==> src/rtl/ove_pkg.sv <==
// Shared types and constants for the organ voice envelope block.
// Item structs, register indexes, divider request/response and the per-envelope plan.
// No dependencies.
package ove_pkg;

    localparam int VOICES_DEFAULT = 32;

    localparam int TIME_W  = 32;
    localparam int LEVEL_W = 16;
    localparam int VOICE_W = 5;
    localparam int REG_IDX_W = 3;
    localparam int CFG_DATA_W = 32;

    localparam logic [LEVEL_W-1:0] LEVEL_ONE = 16'h8000;
    localparam logic [LEVEL_W-1:0] END_LEVEL = 16'd50;

    // Register indexes
    localparam logic [REG_IDX_W-1:0] REG_ATTACK       = 3'd0;
    localparam logic [REG_IDX_W-1:0] REG_DECAY        = 3'd1;
    localparam logic [REG_IDX_W-1:0] REG_SUSTAIN      = 3'd2;
    localparam logic [REG_IDX_W-1:0] REG_RELEASE      = 3'd3;
    localparam logic [REG_IDX_W-1:0] REG_PERC_ATTACK  = 3'd4;
    localparam logic [REG_IDX_W-1:0] REG_PERC_DECAY   = 3'd5;
    localparam logic [REG_IDX_W-1:0] REG_PERC_RELEASE = 3'd6;

    // Register reset values
    localparam logic [TIME_W-1:0]  ATTACK_RST       = 32'd16777;
    localparam logic [TIME_W-1:0]  DECAY_RST        = 32'd1677722;
    localparam logic [LEVEL_W-1:0] SUSTAIN_RST      = 16'd16384;
    localparam logic [TIME_W-1:0]  RELEASE_RST      = 32'd10066330;
    localparam logic [TIME_W-1:0]  PERC_ATTACK_RST  = 32'd16777;
    localparam logic [TIME_W-1:0]  PERC_DECAY_RST   = 32'd1677722;
    localparam logic [TIME_W-1:0]  PERC_RELEASE_RST = 32'd10066330;

    typedef struct packed {
        logic [VOICE_W-1:0] voice;
        logic               gate;
        logic               pedal;
        logic [TIME_W-1:0]  elapsed_time;
    } in_item_t;

    typedef struct packed {
        logic [VOICE_W-1:0] voice_out;
        logic [LEVEL_W-1:0] main_level;
        logic [LEVEL_W-1:0] perc_level;
        logic               voice_ended;
    } out_item_t;

    // Request to the multiply-divide unit: floor(m * x / den)
    typedef struct packed {
        logic               start;
        logic [LEVEL_W-1:0] m;
        logic [TIME_W-1:0]  x;
        logic [TIME_W-1:0]  den;
    } div_req_t;

    typedef struct packed {
        logic               done;
        logic [LEVEL_W-1:0] q;
    } div_rsp_t;

    // How one envelope level is formed from a quotient or a fixed value
    typedef struct packed {
        logic               use_div;
        logic               invert;   // level = one - quotient
        logic               rel_end;  // quiet release ends the voice
        logic               ended;
        logic [LEVEL_W-1:0] value;
        logic [LEVEL_W-1:0] m;
        logic [TIME_W-1:0]  x;
        logic [TIME_W-1:0]  den;
    } plan_t;

endpackage

==> src/rtl/ove_muldiv.sv <==
// Multiply-then-divide unit: floor(m * x / den) with a 16-bit quotient.
// A 16x32 multiply, then 16 restoring steps, one quotient bit each.
// Depends on ove_pkg.
module ove_muldiv
(
    input  logic              clk,
    input  logic              rst_n,
    input  ove_pkg::div_req_t req,
    output ove_pkg::div_rsp_t rsp
);

    logic                        mul_reg;
    logic                        run_reg;
    logic                        done_reg;
    logic [3:0]                  cnt_reg;
    logic [ove_pkg::LEVEL_W-1:0] m_reg;
    logic [ove_pkg::TIME_W-1:0]  x_reg;
    logic [ove_pkg::TIME_W-1:0]  den_reg;
    logic [ove_pkg::TIME_W-1:0]  rem_reg;
    logic [ove_pkg::LEVEL_W-1:0] quo_reg;

    logic [ove_pkg::TIME_W+ove_pkg::LEVEL_W-1:0] prod;
    logic [ove_pkg::TIME_W:0]                    trial;
    logic [ove_pkg::TIME_W:0]                    diff;
    logic                                        ge;

    assign prod  = m_reg * x_reg;
    assign trial = {rem_reg, quo_reg[ove_pkg::LEVEL_W-1]};
    assign diff  = trial - {1'b0, den_reg};
    assign ge    = trial >= {1'b0, den_reg};

    always_ff @(posedge clk or negedge rst_n)
    begin
        if (!rst_n)
        begin
            mul_reg  <= 1'b0;
            run_reg  <= 1'b0;
            done_reg <= 1'b0;
            cnt_reg  <= '0;
        end
        else
        begin
            done_reg <= run_reg && (cnt_reg == 4'd15);
            if (req.start)
            begin
                mul_reg <= 1'b1;
            end
            else if (mul_reg)
            begin
                mul_reg <= 1'b0;
                run_reg <= 1'b1;
                cnt_reg <= '0;
            end
            else if (run_reg)
            begin
                cnt_reg <= cnt_reg + 4'd1;
                if (cnt_reg == 4'd15)
                begin
                    run_reg <= 1'b0;
                end
            end
        end
    end

    always_ff @(posedge clk)
    begin
        if (req.start)
        begin
            m_reg   <= req.m;
            x_reg   <= req.x;
            den_reg <= req.den;
        end
        else if (mul_reg)
        begin
            // the quotient fits 16 bits, so the upper product bits stay below den
            rem_reg <= prod[ove_pkg::TIME_W+ove_pkg::LEVEL_W-1:ove_pkg::LEVEL_W];
            quo_reg <= prod[ove_pkg::LEVEL_W-1:0];
        end
        else if (run_reg)
        begin
            rem_reg <= ge ? diff[ove_pkg::TIME_W-1:0] : trial[ove_pkg::TIME_W-1:0];
            quo_reg <= {quo_reg[ove_pkg::LEVEL_W-2:0], ge};
        end
    end

    assign rsp.done = done_reg;
    assign rsp.q    = quo_reg;

endmodule

==> src/rtl/organ_voice_envelope.sv <==
// Organ voice envelope: main ADSR envelope with sustain pedal and percussive envelope
// per voice, with per-voice level stores in one synchronous memory.
// Depends on ove_pkg and ove_muldiv.
//
// Usage:
//   Input channel in_valid/in_stall/in_item carries voice, gate, pedal and elapsed
//   time; output channel out_valid/out_stall/out_item returns both levels and the
//   end-of-voice flag for that voice, one result per item, in order.
//   cfg_write/cfg_index/cfg_data write the seven envelope registers; write them only
//   while the block is idle.
//   One item is worked on at a time: the input stalls until the item's result has
//   been loaded into the output register. The shared multiply-divide unit runs once
//   for the main and once for the percussive level (operand latch, the multiply,
//   16 quotient steps); then the last quotient is captured and the output register
//   is loaded.
//   The result sits in an output register, so the next item is taken while it waits.
//   If the receiver stalls and a second result is ready, the block holds it and
//   stalls its input until the output register frees.
//   Reset loads the register defaults and marks every store entry invalid, so all
//   voices read level zero until written.
module organ_voice_envelope
#(
    parameter int VOICES = ove_pkg::VOICES_DEFAULT
)
(
    input  logic                           clk,
    input  logic                           rst_n,
    input  logic                           in_valid,
    output logic                           in_stall,
    input  ove_pkg::in_item_t              in_item,
    output logic                           out_valid,
    input  logic                           out_stall,
    output ove_pkg::out_item_t             out_item,
    input  logic                           cfg_write,
    input  logic [ove_pkg::REG_IDX_W-1:0]  cfg_index,
    input  logic [ove_pkg::CFG_DATA_W-1:0] cfg_data
);

    localparam int AW = (VOICES > 1) ? $clog2(VOICES) : 1;
    localparam int SW = 2 * ove_pkg::LEVEL_W;

    typedef enum logic [4:0]
    {
        S_IDLE = 5'b00001,
        S_READ = 5'b00010,
        S_MDIV = 5'b00100,
        S_PDIV = 5'b01000,
        S_DONE = 5'b10000
    } state_t;

    state_t state_reg, state_next;

    logic [ove_pkg::TIME_W-1:0]  attack_reg, decay_reg, release_reg;
    logic [ove_pkg::TIME_W-1:0]  perc_attack_reg, perc_decay_reg, perc_release_reg;
    logic [ove_pkg::LEVEL_W-1:0] sustain_reg;

    logic [SW-1:0]     mem [VOICES];
    logic [VOICES-1:0] vld_reg;
    logic [SW-1:0]     rd_data_reg;
    logic              rd_ok_reg;
    logic              wr_ok_reg;

    ove_pkg::in_item_t  item_reg;
    ove_pkg::plan_t     plan_m_reg, plan_p_reg;
    ove_pkg::plan_t     plan_m, plan_p;
    logic [ove_pkg::LEVEL_W-1:0] mq_reg, pq_reg;

    ove_pkg::out_item_t out_reg;
    logic               out_valid_reg;

    ove_pkg::div_req_t  div_req;
    ove_pkg::div_rsp_t  div_rsp;

    logic              in_take;
    logic              out_load;
    logic              voice_ok;
    logic [AW-1:0]     in_addr;
    logic [AW-1:0]     wr_addr;
    logic [ove_pkg::LEVEL_W-1:0] sus;
    logic [ove_pkg::LEVEL_W-1:0] mstore, pstore;
    logic [ove_pkg::TIME_W-1:0]  t;
    logic [ove_pkg::TIME_W-1:0]  dt_m;
    logic [ove_pkg::LEVEL_W-1:0] main_raw, perc_lvl, main_lvl;
    logic                        main_end;

    function automatic ove_pkg::plan_t plan_value(logic [ove_pkg::LEVEL_W-1:0] v,
                                                  logic e);
        ove_pkg::plan_t p;
        p         = '0;
        p.value   = v;
        p.ended   = e;
        return p;
    endfunction

    function automatic ove_pkg::plan_t plan_div(logic [ove_pkg::LEVEL_W-1:0] m,
                                                logic [ove_pkg::TIME_W-1:0] x,
                                                logic [ove_pkg::TIME_W-1:0] den,
                                                logic inv, logic rel);
        ove_pkg::plan_t p;
        p         = '0;
        p.use_div = 1'b1;
        p.invert  = inv;
        p.rel_end = rel;
        p.m       = m;
        p.x       = x;
        p.den     = den;
        return p;
    endfunction

    // Attack, decay, then hold at s; a zero-length segment counts as elapsed
    function automatic ove_pkg::plan_t adsr_plan(logic [ove_pkg::TIME_W-1:0] tt,
                                                 logic [ove_pkg::TIME_W-1:0] a,
                                                 logic [ove_pkg::TIME_W-1:0] d,
                                                 logic [ove_pkg::LEVEL_W-1:0] s);
        logic [ove_pkg::TIME_W-1:0] dt;
        ove_pkg::plan_t p;
        dt = tt - a;
        if (a != '0 && tt <= a)
            p = plan_div(ove_pkg::LEVEL_ONE, tt, a, 1'b0, 1'b0);
        else if (d != '0 && dt <= d)
            p = plan_div(ove_pkg::LEVEL_ONE - s, dt, d, 1'b1, 1'b0);
        else
            p = plan_value(s, 1'b0);
        return p;
    endfunction

    function automatic logic [ove_pkg::LEVEL_W-1:0] level_of(ove_pkg::plan_t p,
                                                             logic [ove_pkg::LEVEL_W-1:0] q);
        logic [ove_pkg::LEVEL_W-1:0] lv;
        if (!p.use_div)
            lv = p.value;
        else if (p.invert)
            lv = ove_pkg::LEVEL_ONE - q;
        else
            lv = q;
        return lv;
    endfunction

    // Configuration registers
    always_ff @(posedge clk or negedge rst_n)
    begin
        if (!rst_n)
        begin
            attack_reg       <= ove_pkg::ATTACK_RST;
            decay_reg        <= ove_pkg::DECAY_RST;
            sustain_reg      <= ove_pkg::SUSTAIN_RST;
            release_reg      <= ove_pkg::RELEASE_RST;
            perc_attack_reg  <= ove_pkg::PERC_ATTACK_RST;
            perc_decay_reg   <= ove_pkg::PERC_DECAY_RST;
            perc_release_reg <= ove_pkg::PERC_RELEASE_RST;
        end
        else if (cfg_write)
        begin
            unique case (cfg_index)
                ove_pkg::REG_ATTACK:       attack_reg       <= cfg_data;
                ove_pkg::REG_DECAY:        decay_reg        <= cfg_data;
                ove_pkg::REG_SUSTAIN:      sustain_reg      <= cfg_data[ove_pkg::LEVEL_W-1:0];
                ove_pkg::REG_RELEASE:      release_reg      <= cfg_data;
                ove_pkg::REG_PERC_ATTACK:  perc_attack_reg  <= cfg_data;
                ove_pkg::REG_PERC_DECAY:   perc_decay_reg   <= cfg_data;
                ove_pkg::REG_PERC_RELEASE: perc_release_reg <= cfg_data;
                default: ;
            endcase
        end
    end

    assign in_stall  = (state_reg != S_IDLE);
    assign in_take   = in_valid && !in_stall;
    assign out_load  = (state_reg == S_DONE) && (!out_valid_reg || !out_stall);
    assign voice_ok  = 32'(in_item.voice) < 32'(VOICES);
    assign in_addr   = AW'(in_item.voice);
    assign wr_addr   = AW'(item_reg.voice);

    always_comb
    begin
        state_next = state_reg;
        unique case (state_reg)
            S_IDLE: if (in_take) state_next = S_READ;
            S_READ: state_next = S_MDIV;
            S_MDIV: if (div_rsp.done) state_next = S_PDIV;
            S_PDIV: if (div_rsp.done) state_next = S_DONE;
            S_DONE: if (out_load) state_next = S_IDLE;
            default: state_next = S_IDLE;
        endcase
    end

    always_ff @(posedge clk or negedge rst_n)
    begin
        if (!rst_n)
        begin
            state_reg     <= S_IDLE;
            out_valid_reg <= 1'b0;
            vld_reg       <= '0;
        end
        else
        begin
            state_reg <= state_next;
            if (out_load)
                out_valid_reg <= 1'b1;
            else if (!out_stall)
                out_valid_reg <= 1'b0;
            if (out_load && wr_ok_reg)
                vld_reg[wr_addr] <= 1'b1;
        end
    end

    // Level store: read on accept, write back when the result is loaded into the output register
    always_ff @(posedge clk)
    begin
        if (in_take)
        begin
            rd_data_reg <= mem[in_addr];
        end
        if (out_load && wr_ok_reg)
        begin
            mem[wr_addr] <= {main_lvl, perc_lvl};
        end
    end

    always_ff @(posedge clk)
    begin
        if (in_take)
        begin
            item_reg  <= in_item;
            wr_ok_reg <= voice_ok;
            rd_ok_reg <= voice_ok && vld_reg[in_addr];
        end
        if (state_reg == S_READ)
        begin
            plan_m_reg <= plan_m;
            plan_p_reg <= plan_p;
        end
        if (state_reg == S_MDIV && div_rsp.done)
            mq_reg <= div_rsp.q;
        if (state_reg == S_PDIV && div_rsp.done)
            pq_reg <= div_rsp.q;
        if (out_load)
        begin
            out_reg.voice_out   <= item_reg.voice;
            out_reg.main_level  <= main_lvl;
            out_reg.perc_level  <= perc_lvl;
            out_reg.voice_ended <= main_end;
        end
    end

    // Plan both envelopes from the stored levels and the item's time
    assign t      = item_reg.elapsed_time;
    assign dt_m   = t - attack_reg;
    assign sus    = (sustain_reg > ove_pkg::LEVEL_ONE) ? ove_pkg::LEVEL_ONE : sustain_reg;
    assign mstore = rd_ok_reg ? rd_data_reg[SW-1:ove_pkg::LEVEL_W] : '0;
    assign pstore = rd_ok_reg ? rd_data_reg[ove_pkg::LEVEL_W-1:0] : '0;

    always_comb
    begin
        if (item_reg.gate)
            plan_m = adsr_plan(t, attack_reg, decay_reg, sus);
        else if (!item_reg.pedal)
        begin
            if (release_reg > t)
                plan_m = plan_div(mstore, release_reg - t, release_reg, 1'b0, 1'b1);
            else
                plan_m = plan_value('0, 1'b1);
        end
        else if (sus != '0)
            plan_m = plan_value(sus, 1'b0);
        else if (t <= attack_reg)
            plan_m = plan_value(ove_pkg::LEVEL_ONE, 1'b0);
        else if (decay_reg == '0 || dt_m >= decay_reg)
            plan_m = plan_value('0, 1'b0);
        else
            plan_m = plan_div(ove_pkg::LEVEL_ONE, dt_m, decay_reg, 1'b1, 1'b0);

        if (item_reg.gate || item_reg.pedal)
            plan_p = adsr_plan(t, perc_attack_reg, perc_decay_reg, '0);
        else if (perc_release_reg > t)
            plan_p = plan_div(pstore, perc_release_reg - t, perc_release_reg, 1'b0, 1'b0);
        else
            plan_p = plan_value('0, 1'b0);
    end

    // Main division starts from the fresh plan, percussive from the held one
    always_comb
    begin
        div_req.start = (state_reg == S_READ) || (state_reg == S_MDIV && div_rsp.done);
        if (state_reg == S_READ)
        begin
            div_req.m   = plan_m.m;
            div_req.x   = plan_m.x;
            div_req.den = plan_m.den;
        end
        else
        begin
            div_req.m   = plan_p_reg.m;
            div_req.x   = plan_p_reg.x;
            div_req.den = plan_p_reg.den;
        end
    end

    ove_muldiv u_muldiv
    (
        .clk   (clk),
        .rst_n (rst_n),
        .req   (div_req),
        .rsp   (div_rsp)
    );

    // A release that falls below the audible floor ends the voice
    assign main_raw = level_of(plan_m_reg, mq_reg);
    assign main_end = plan_m_reg.ended ||
                      (plan_m_reg.use_div && plan_m_reg.rel_end &&
                       main_raw < ove_pkg::END_LEVEL);
    assign main_lvl = main_end ? '0 : main_raw;
    assign perc_lvl = level_of(plan_p_reg, pq_reg);

    assign out_valid = out_valid_reg;
    assign out_item  = out_reg;

endmodule

==> config.mk <==
export PLATFORM = sky130hd
export DESIGN_NAME = organ_voice_envelope
export DESIGN_NICKNAME = d
export VERILOG_FILES = /design/src/rtl/ove_pkg.sv /design/src/rtl/ove_muldiv.sv /design/src/rtl/organ_voice_envelope.sv
export SDC_FILE = /design/constraint.sdc
export NUM_CORES = 2
export LEC_CHECK = 0
export BUFFER_PORTS_ARGS = -buffer_cell sky130_fd_sc_hd__buf_2
export CORE_MARGIN = 8
export CORE_UTILIZATION = 45
export DETAILED_ROUTE_END_ITERATION = 6
export PLACE_DENSITY = 0.58
export SYNTH_ARGS = -nofsm -noshare
export SYNTH_HDL_FRONTEND = slang
export SYNTH_HIERARCHICAL = 1
export SYNTH_SLANG_ARGS = --single-unit
==> constraint.sdc <==
create_clock -name clk -period 13.7 [get_ports clk]
set_clock_uncertainty 0.1 [all_clocks]
set_input_delay 0.685 -clock clk [delete_from_list [all_inputs] [get_ports clk]]
set_output_delay 0.685 -clock clk [all_outputs]
set_load 0.03 [all_outputs]
## After elaboration in Yosys (flattened, before gate mapping)

Memories as Yosys holds them, arrays and structs flattened. A register that Yosys moved wholly into a read port is not among the register bits.
Cells that the tools add are included.

- Input port bits: 79
- Logic and storage cells: 167
- RAM bits: 1024
- Memories: 1
- Register bits after elaboration: 609

Memories:

| name | depth | width | rd ports | clocked after memory_dff | write ports | RTL line | source |
|---|---|---|---|---|---|---|---|
| mem | 32 | 32 | 1 | 1 | 1 | organ_voice_envelope.sv:57 | `logic [SW-1:0] mem [VOICES];` |

- Reductions and logical operators: 37
- Eq/ne operators: 18
- Bitwise gates (word level): 2
- Muxes and demuxes: 45
- Multipliers: 1
- Magnitude comparators: 13
- Add/sub/neg operators: 9

Operators by type and width:

| kind | number |
|---|---|
| 100-bit two-way mux | 12 |
| 16-bit two-way mux | 10 |
| 32-bit subtractor | 5 |
| 32-bit less-or-equal comparator | 4 |
| 32-bit nonzero test | 4 |
| 32-bit two-way mux | 3 |
| 80-bit two-way mux | 1 |
| 32-bit > comparator | 2 |
| 16-bit by 32-bit multiplier with 48-bit output | 1 |
| 16-bit subtractor (first input constant) | 3 |
| 33-bit by 32-bit >= comparator with 1-bit output | 1 |
| 32-bit >= comparator | 1 |
| 32-bit logical NOT | 1 |
| 32-bit OR | 1 |
| 5-bit case mux with 5 select lines | 1 |
| 5-bit two-way mux | 4 |
| 16-bit > comparator (second input constant) | 1 |
| 16-bit by 6-bit < comparator with 1-bit output (second input constant) | 1 |
| 2-bit AND reduction | 8 |
| 16-bit nonzero test | 1 |
| 1-bit logical AND | 12 |
| 5-bit by 6-bit < comparator with 1-bit output (second input constant) | 2 |
| 1-bit two-way mux | 10 |
| 3-bit equality test (second input constant) | 3 |
| other kinds (22) | 33 |

## Logic depth before layout (Yosys ltp)

- Depth in word-level cells: 9
- Depth in mapped cells: 24

## Hierarchy

Netlist, hierarchy kept.

By module, submodules not included:

| module | times used | area each (um2) | cells an instance |
|---|---|---|---|
| organ_voice_envelope | 1 | 68934.9 | 4532 |
| ove_muldiv | 1 | 23042.1 | 2437 |

## Least setup slack after synthesis

Ideal clock, no wire load.

- Path kind: flip-flop to flip-flop
- Start: reg state_reg[0]
- End: reg u_muldiv/quo_reg[0] (netlist name) (enable)
- Path slack: 7.336 ns
- Stages on the path, launching flop included: 8
- Required time: 13.131 ns
- Arrival: 5.794 ns
- Period minus slack after synthesis: 6.364 ns
- Path buffers: 4
- Library setup time: 0.469 ns
- Cell sequence: dfstp_2 -> nand3b_1 -> clkbuf_1 -> clkbuf_1 -> buf_1 -> nand2_1 -> clkbuf_1 -> a21oi_1

RTL lines:

| element | RTL line | source |
|---|---|---|
| start, declared | organ_voice_envelope.sv:51 | `state_t state_reg, state_next;` |
| start signal, assigned | organ_voice_envelope.sv:197 | `state_reg <= state_next;` |
| end signal, assigned | ove_muldiv.sv:77 | `quo_reg <= prod[ove_pkg::LEVEL_W-1:0];` |
| end signal, assigned | ove_muldiv.sv:82 | `quo_reg <= {quo_reg[ove_pkg::LEVEL_W-2:0], ge};` |
| end, declared | ove_muldiv.sv:20 | `logic [ove_pkg::LEVEL_W-1:0] quo_reg;` |

## Worst setup path in the final report

- Start: reg u_muldiv/x_reg[9] (netlist name)
- End: reg u_muldiv/rem_reg[31] (netlist name), data pin

- Word-level cells in the longest chain between the ends: 2

RTL lines:

| element | RTL line | source |
|---|---|---|
| start, declared | ove_muldiv.sv:17 | `logic [ove_pkg::TIME_W-1:0] x_reg;` |
| start signal, assigned | ove_muldiv.sv:70 | `x_reg <= req.x;` |
| 16-bit by 32-bit multiplier with 48-bit output | ove_muldiv.sv:27 | `assign prod = m_reg * x_reg;` |
| 32-bit two-way mux | ove_muldiv.sv:73 | `else if (mul_reg)` |
| end signal, assigned | ove_muldiv.sv:76 | `rem_reg <= prod[ove_pkg::TIME_W+ove_pkg::LEVEL_W-1:ove_pkg::LEVEL_W];` |
| end signal, assigned | ove_muldiv.sv:81 | `rem_reg <= ge ? diff[ove_pkg::TIME_W-1:0] : trial[ove_pkg::TIME_W-1:0];` |
| end, declared | ove_muldiv.sv:19 | `logic [ove_pkg::TIME_W-1:0] rem_reg;` |

Every way passes these cells.
A chain may end at the register's enable or synchronous reset.

==> results by group <==
Outcome
  • Result of the run: complete, but fails checks
  • Violated checks: design-rule violations

Floorplanning
  • Die X-Extent: 468.1 um
  • Effective utilization at floorplan: 45.10%
  • Number of top-level design ports: 119
  • Die area: 0.2191 mm2
  • Core area: 0.2040 mm2
  • Height of the die: 468.1 um
  • Std-Cell Rows: 166

STA
  • Fmax achieved: 131.1 MHz
  • Setup repair after global routing missed its margin: no
  • Final setup violation count: 0
  • Slew of the pin with the lowest slew margin: 1.390 ns
  • Final critical path time including I/O delays and setup: 7.628 ns
  • Max-slew violation total from the final report: 0
  • Fin Setup TNS: 0 ns
  • Number of hold violations in the final report: 0
  • Period Utilization, post-route: 55.68%
  • Worst slew margin: 7.259%

Clock tree
  • Root buffer cell: sky130_fd_sc_hd__clkbuf_16
  • Clock buffer count from CTS: 172
  • Count of hold-fix buffers inserted at cts: 36
  • Max Buffers Root-to-Sink: 3
  • Setup fix buffers added after clock tree synthesis: 0
  • Source-to-sink clock delay at the later pin of the worst-skew pair: 0.83 ns
  • TritonCTS clock tree: yes
  • Max H-tree Level: 4
  • Clk pin slew, worst setup/hold paths: 0.06 ns
  • CTS sink count: 1649
  • Post-CTS resize count: 0

Placed design
  • Number of buffer cells added on primary ports: 118
  • Detailed placer's ending HPWL: 188100 um
  • Final Wtd Congestion: 0.9349

Route
  • Vias per std cell: 5.930
  • Final wirelength: 277900 um
  • Number of iterations in the first detailed-routing pass: 7
  • Number of nets with antenna violations after detailed routing: 0
  • Routed length per instance: 28.01 um
  • First-iteration detailed-routing DRC count: 5785
  • Total via count in the routed design: 58850
  • Number of DRC violations after detailed routing: 12

Critical path
  • Element type at the critical path end: flip-flop
  • Cell repeated most along the worst path: sky130_fd_sc_hd__fa_1
  • Arrival time worst endpoint: 8.01 ns
  • Critical-path maximum fanout: 16
  • Register-to-Register Path Depth: 20
  • Required time at the worst-slack endpoint: 14.09 ns
  • Critical-path cell list: nand2_1, fa_1, inv_1, fa_1, fa_1, fa_1, fa_1, inv_1, fa_1, inv_1, ha_1, and3_1, a221oi_1, nor3_1, o21bai_1, nand3_1, a31oi_1, o21ai_1, a311oi_1, a22oi_1
  • Crit-path slowest cell: sky130_fd_sc_hd__edfxtp_1
  • Start-to-end type of the worst setup path: flip-flop to flip-flop
  • CP max stage delay: 1.18 ns
  • Startpoint kind of the worst setup timing path: flip-flop

Synthesis
  • Mapped Area: 0.09198 mm2
  • Proportion of synthesized flip-flops having asynchronous set or reset: 15.34%
  • Post-synthesis register bit count: 1649
  • Gate count after technology mapping: 6969
  • Proportion of synthesized chip area in sequential cells: 52.54%
  • Synth top area cells: sky130_fd_sc_hd__edfxtp_1 (46%), sky130_fd_sc_hd__fa_1 (9.2%), sky130_fd_sc_hd__mux4_2 (8.1%)
  • Most frequent cell after synthesis: sky130_fd_sc_hd__edfxtp_1
  • EDFF count, synth: 1396
  • Area share of the largest cell type after synthesis: 45.58%
  • Cell types with the highest counts after synthesis: sky130_fd_sc_hd__edfxtp_1 (1396), sky130_fd_sc_hd__inv_1 (738), sky130_fd_sc_hd__nand2_1 (658)
  • Prevailing post-synth register cell: sky130_fd_sc_hd__edfxtp_1
  • Post-Syn Area per Cell: 13.20 um2
  • Number of warnings issued by yosys: 6
  • Cell taking the most area after synthesis: sky130_fd_sc_hd__edfxtp_1
  • Net count after synthesis: 7819
  • Count of distinct cell types in the synthesized netlist: 104

Layout
  • Max FFs per register: 1024
  • Nets: 7939
  • Util after Layout: 50.00%
  • Ratio of cells with drive above 1 in the final layout: 16.30%
  • Syn-to-layout area delta: 10.87%

GRT
  • Wire length of the first global-routing pass: 408100 um
  • Pin count of the biggest net entering global routing: 89
  • Via count of the first global-routing pass: 59950
  • Grt total ovfl: 0
  • Initial antenna violation count: 13
  • GR Util All Layers: 25.13%

Min path
  • Class of the tightest hold or removal check: input pin to flip-flop
  • Instance count along the most critical hold path: 3

Run
  • Total of max-cap violations: 0
==> path summary, 6_finish.rpt <==
| kind | startpoint | to | slack (ns) |
|---|---|---|---|
| setup reg to reg | u_muldiv/x_reg[9] | u_muldiv/rem_reg[31] | 6.07 |
| hold / removal | out_stall | out_valid | 0.08 |
| setup / recovery | u_muldiv/x_reg[9] | u_muldiv/rem_reg[31] | 6.07 |
| max in group asynchronous | rst_n | u_muldiv/mul_reg | 10.94 |
| hold reg to reg | vld_reg[21] | vld_reg[21] | 0.36 |
| min in group asynchronous | rst_n | perc_decay_reg[6] | 0.26 |
==> cell type report <==
cell class	instances	area, um2
Fill cell	17610	102000
Sequential cell	1649	48330
Multi-Input combinational cell	4262	39980
Clock buffer	218	4619
Tap cell	2688	3363
Inverter	739	2779
Timing Repair Buffer	265	1843
Clock inverter	100	1052
Antenna cell	3	7.507
==> through the flow <==
stage	worst slack [ns]	cells	hold slack [ns]	area [um2]
5_1_grt	5.683	9921	0.05657	102000
6_report	6.072	9924	0.07662	102000
3_5_place_dp	6.141	9566	0.3495	95900
4_1_cts	6.068	9920	0.01199	101900
2_1_floorplan	7.336	6969	0.2894	91980
3_3_place_gp	6.073	9566	0.3463	95900
==> cell usage in the layout, fill, tap and decap left out, types with 57 or more instances in the layout <==
cell type,n
sky130_fd_sc_hd__ha_1,348
sky130_fd_sc_hd__edfxtp_1,1396
sky130_fd_sc_hd__fa_1,423
sky130_fd_sc_hd__nand3_1,73
sky130_fd_sc_hd__xnor2_1,113
sky130_fd_sc_hd__dfstp_2,58
sky130_fd_sc_hd__clkbuf_16,174
sky130_fd_sc_hd__buf_2,113
sky130_fd_sc_hd__mux4_2,330
sky130_fd_sc_hd__o21ai_0,251
sky130_fd_sc_hd__inv_1,737
sky130_fd_sc_hd__a21oi_1,276
sky130_fd_sc_hd__dfrtp_1,194
sky130_fd_sc_hd__and2_1,244
sky130_fd_sc_hd__xor2_1,76
sky130_fd_sc_hd__nand2_1,657
sky130_fd_sc_hd__mux2_2,161
sky130_fd_sc_hd__nand4_1,58
sky130_fd_sc_hd__nor3_1,57
sky130_fd_sc_hd__buf_4,111
sky130_fd_sc_hd__a21o_1,119
sky130_fd_sc_hd__nor2_1,231
==> layer usage <==
| layer | up-vias | GRT usage [%] | routed length [um] |
|---|---|---|---|
| li1 | 25620 | - | - |
| met1 | 30690 | 33.87 | 115800 |
| met2 | 2066 | 42.04 | 135900 |
| met3 | 473 | 3.184 | 15310 |
| met4 | 4 | 9.108 | 10810 |
| met5 | - | 0 | 24 |
==> cells by family (layout without fill, tap and decap cells) <==
| kind of cell | count (synthesis) | after routing | synth area share (%) |
|---|---|---|---|
| compound gates | 1119 | 1119 | 8.093 |
| xor+xnor | 189 | 189 | 1.800 |
| fa+ha+maj | 771 | 771 | 13.94 |
| buf+inv | 1058 | 1322 | 4.431 |
| flops | 1649 | 1649 | 52.54 |
| mux | 541 | 541 | 10.60 |
| other cells | 0 | 3 | 0 |
| simple gates | 1642 | 1642 | 8.601 |
==> critical path, delay by kind of cell (launching register included) <==
family | cells | cell delay, ns
adder cells (fa/ha/maj) | 7 | 3.42
AND/OR/NAND/NOR | 4 | 0.79
buffers and inverters | 3 | 0.16
flip-flops | 1 | 1.18
AO/OA/AOI/OAI | 6 | 1.60
Power is left out: the tool's default activity adds up to more than one toggle a clock period on the data nets, which glitch-free logic cannot reach.
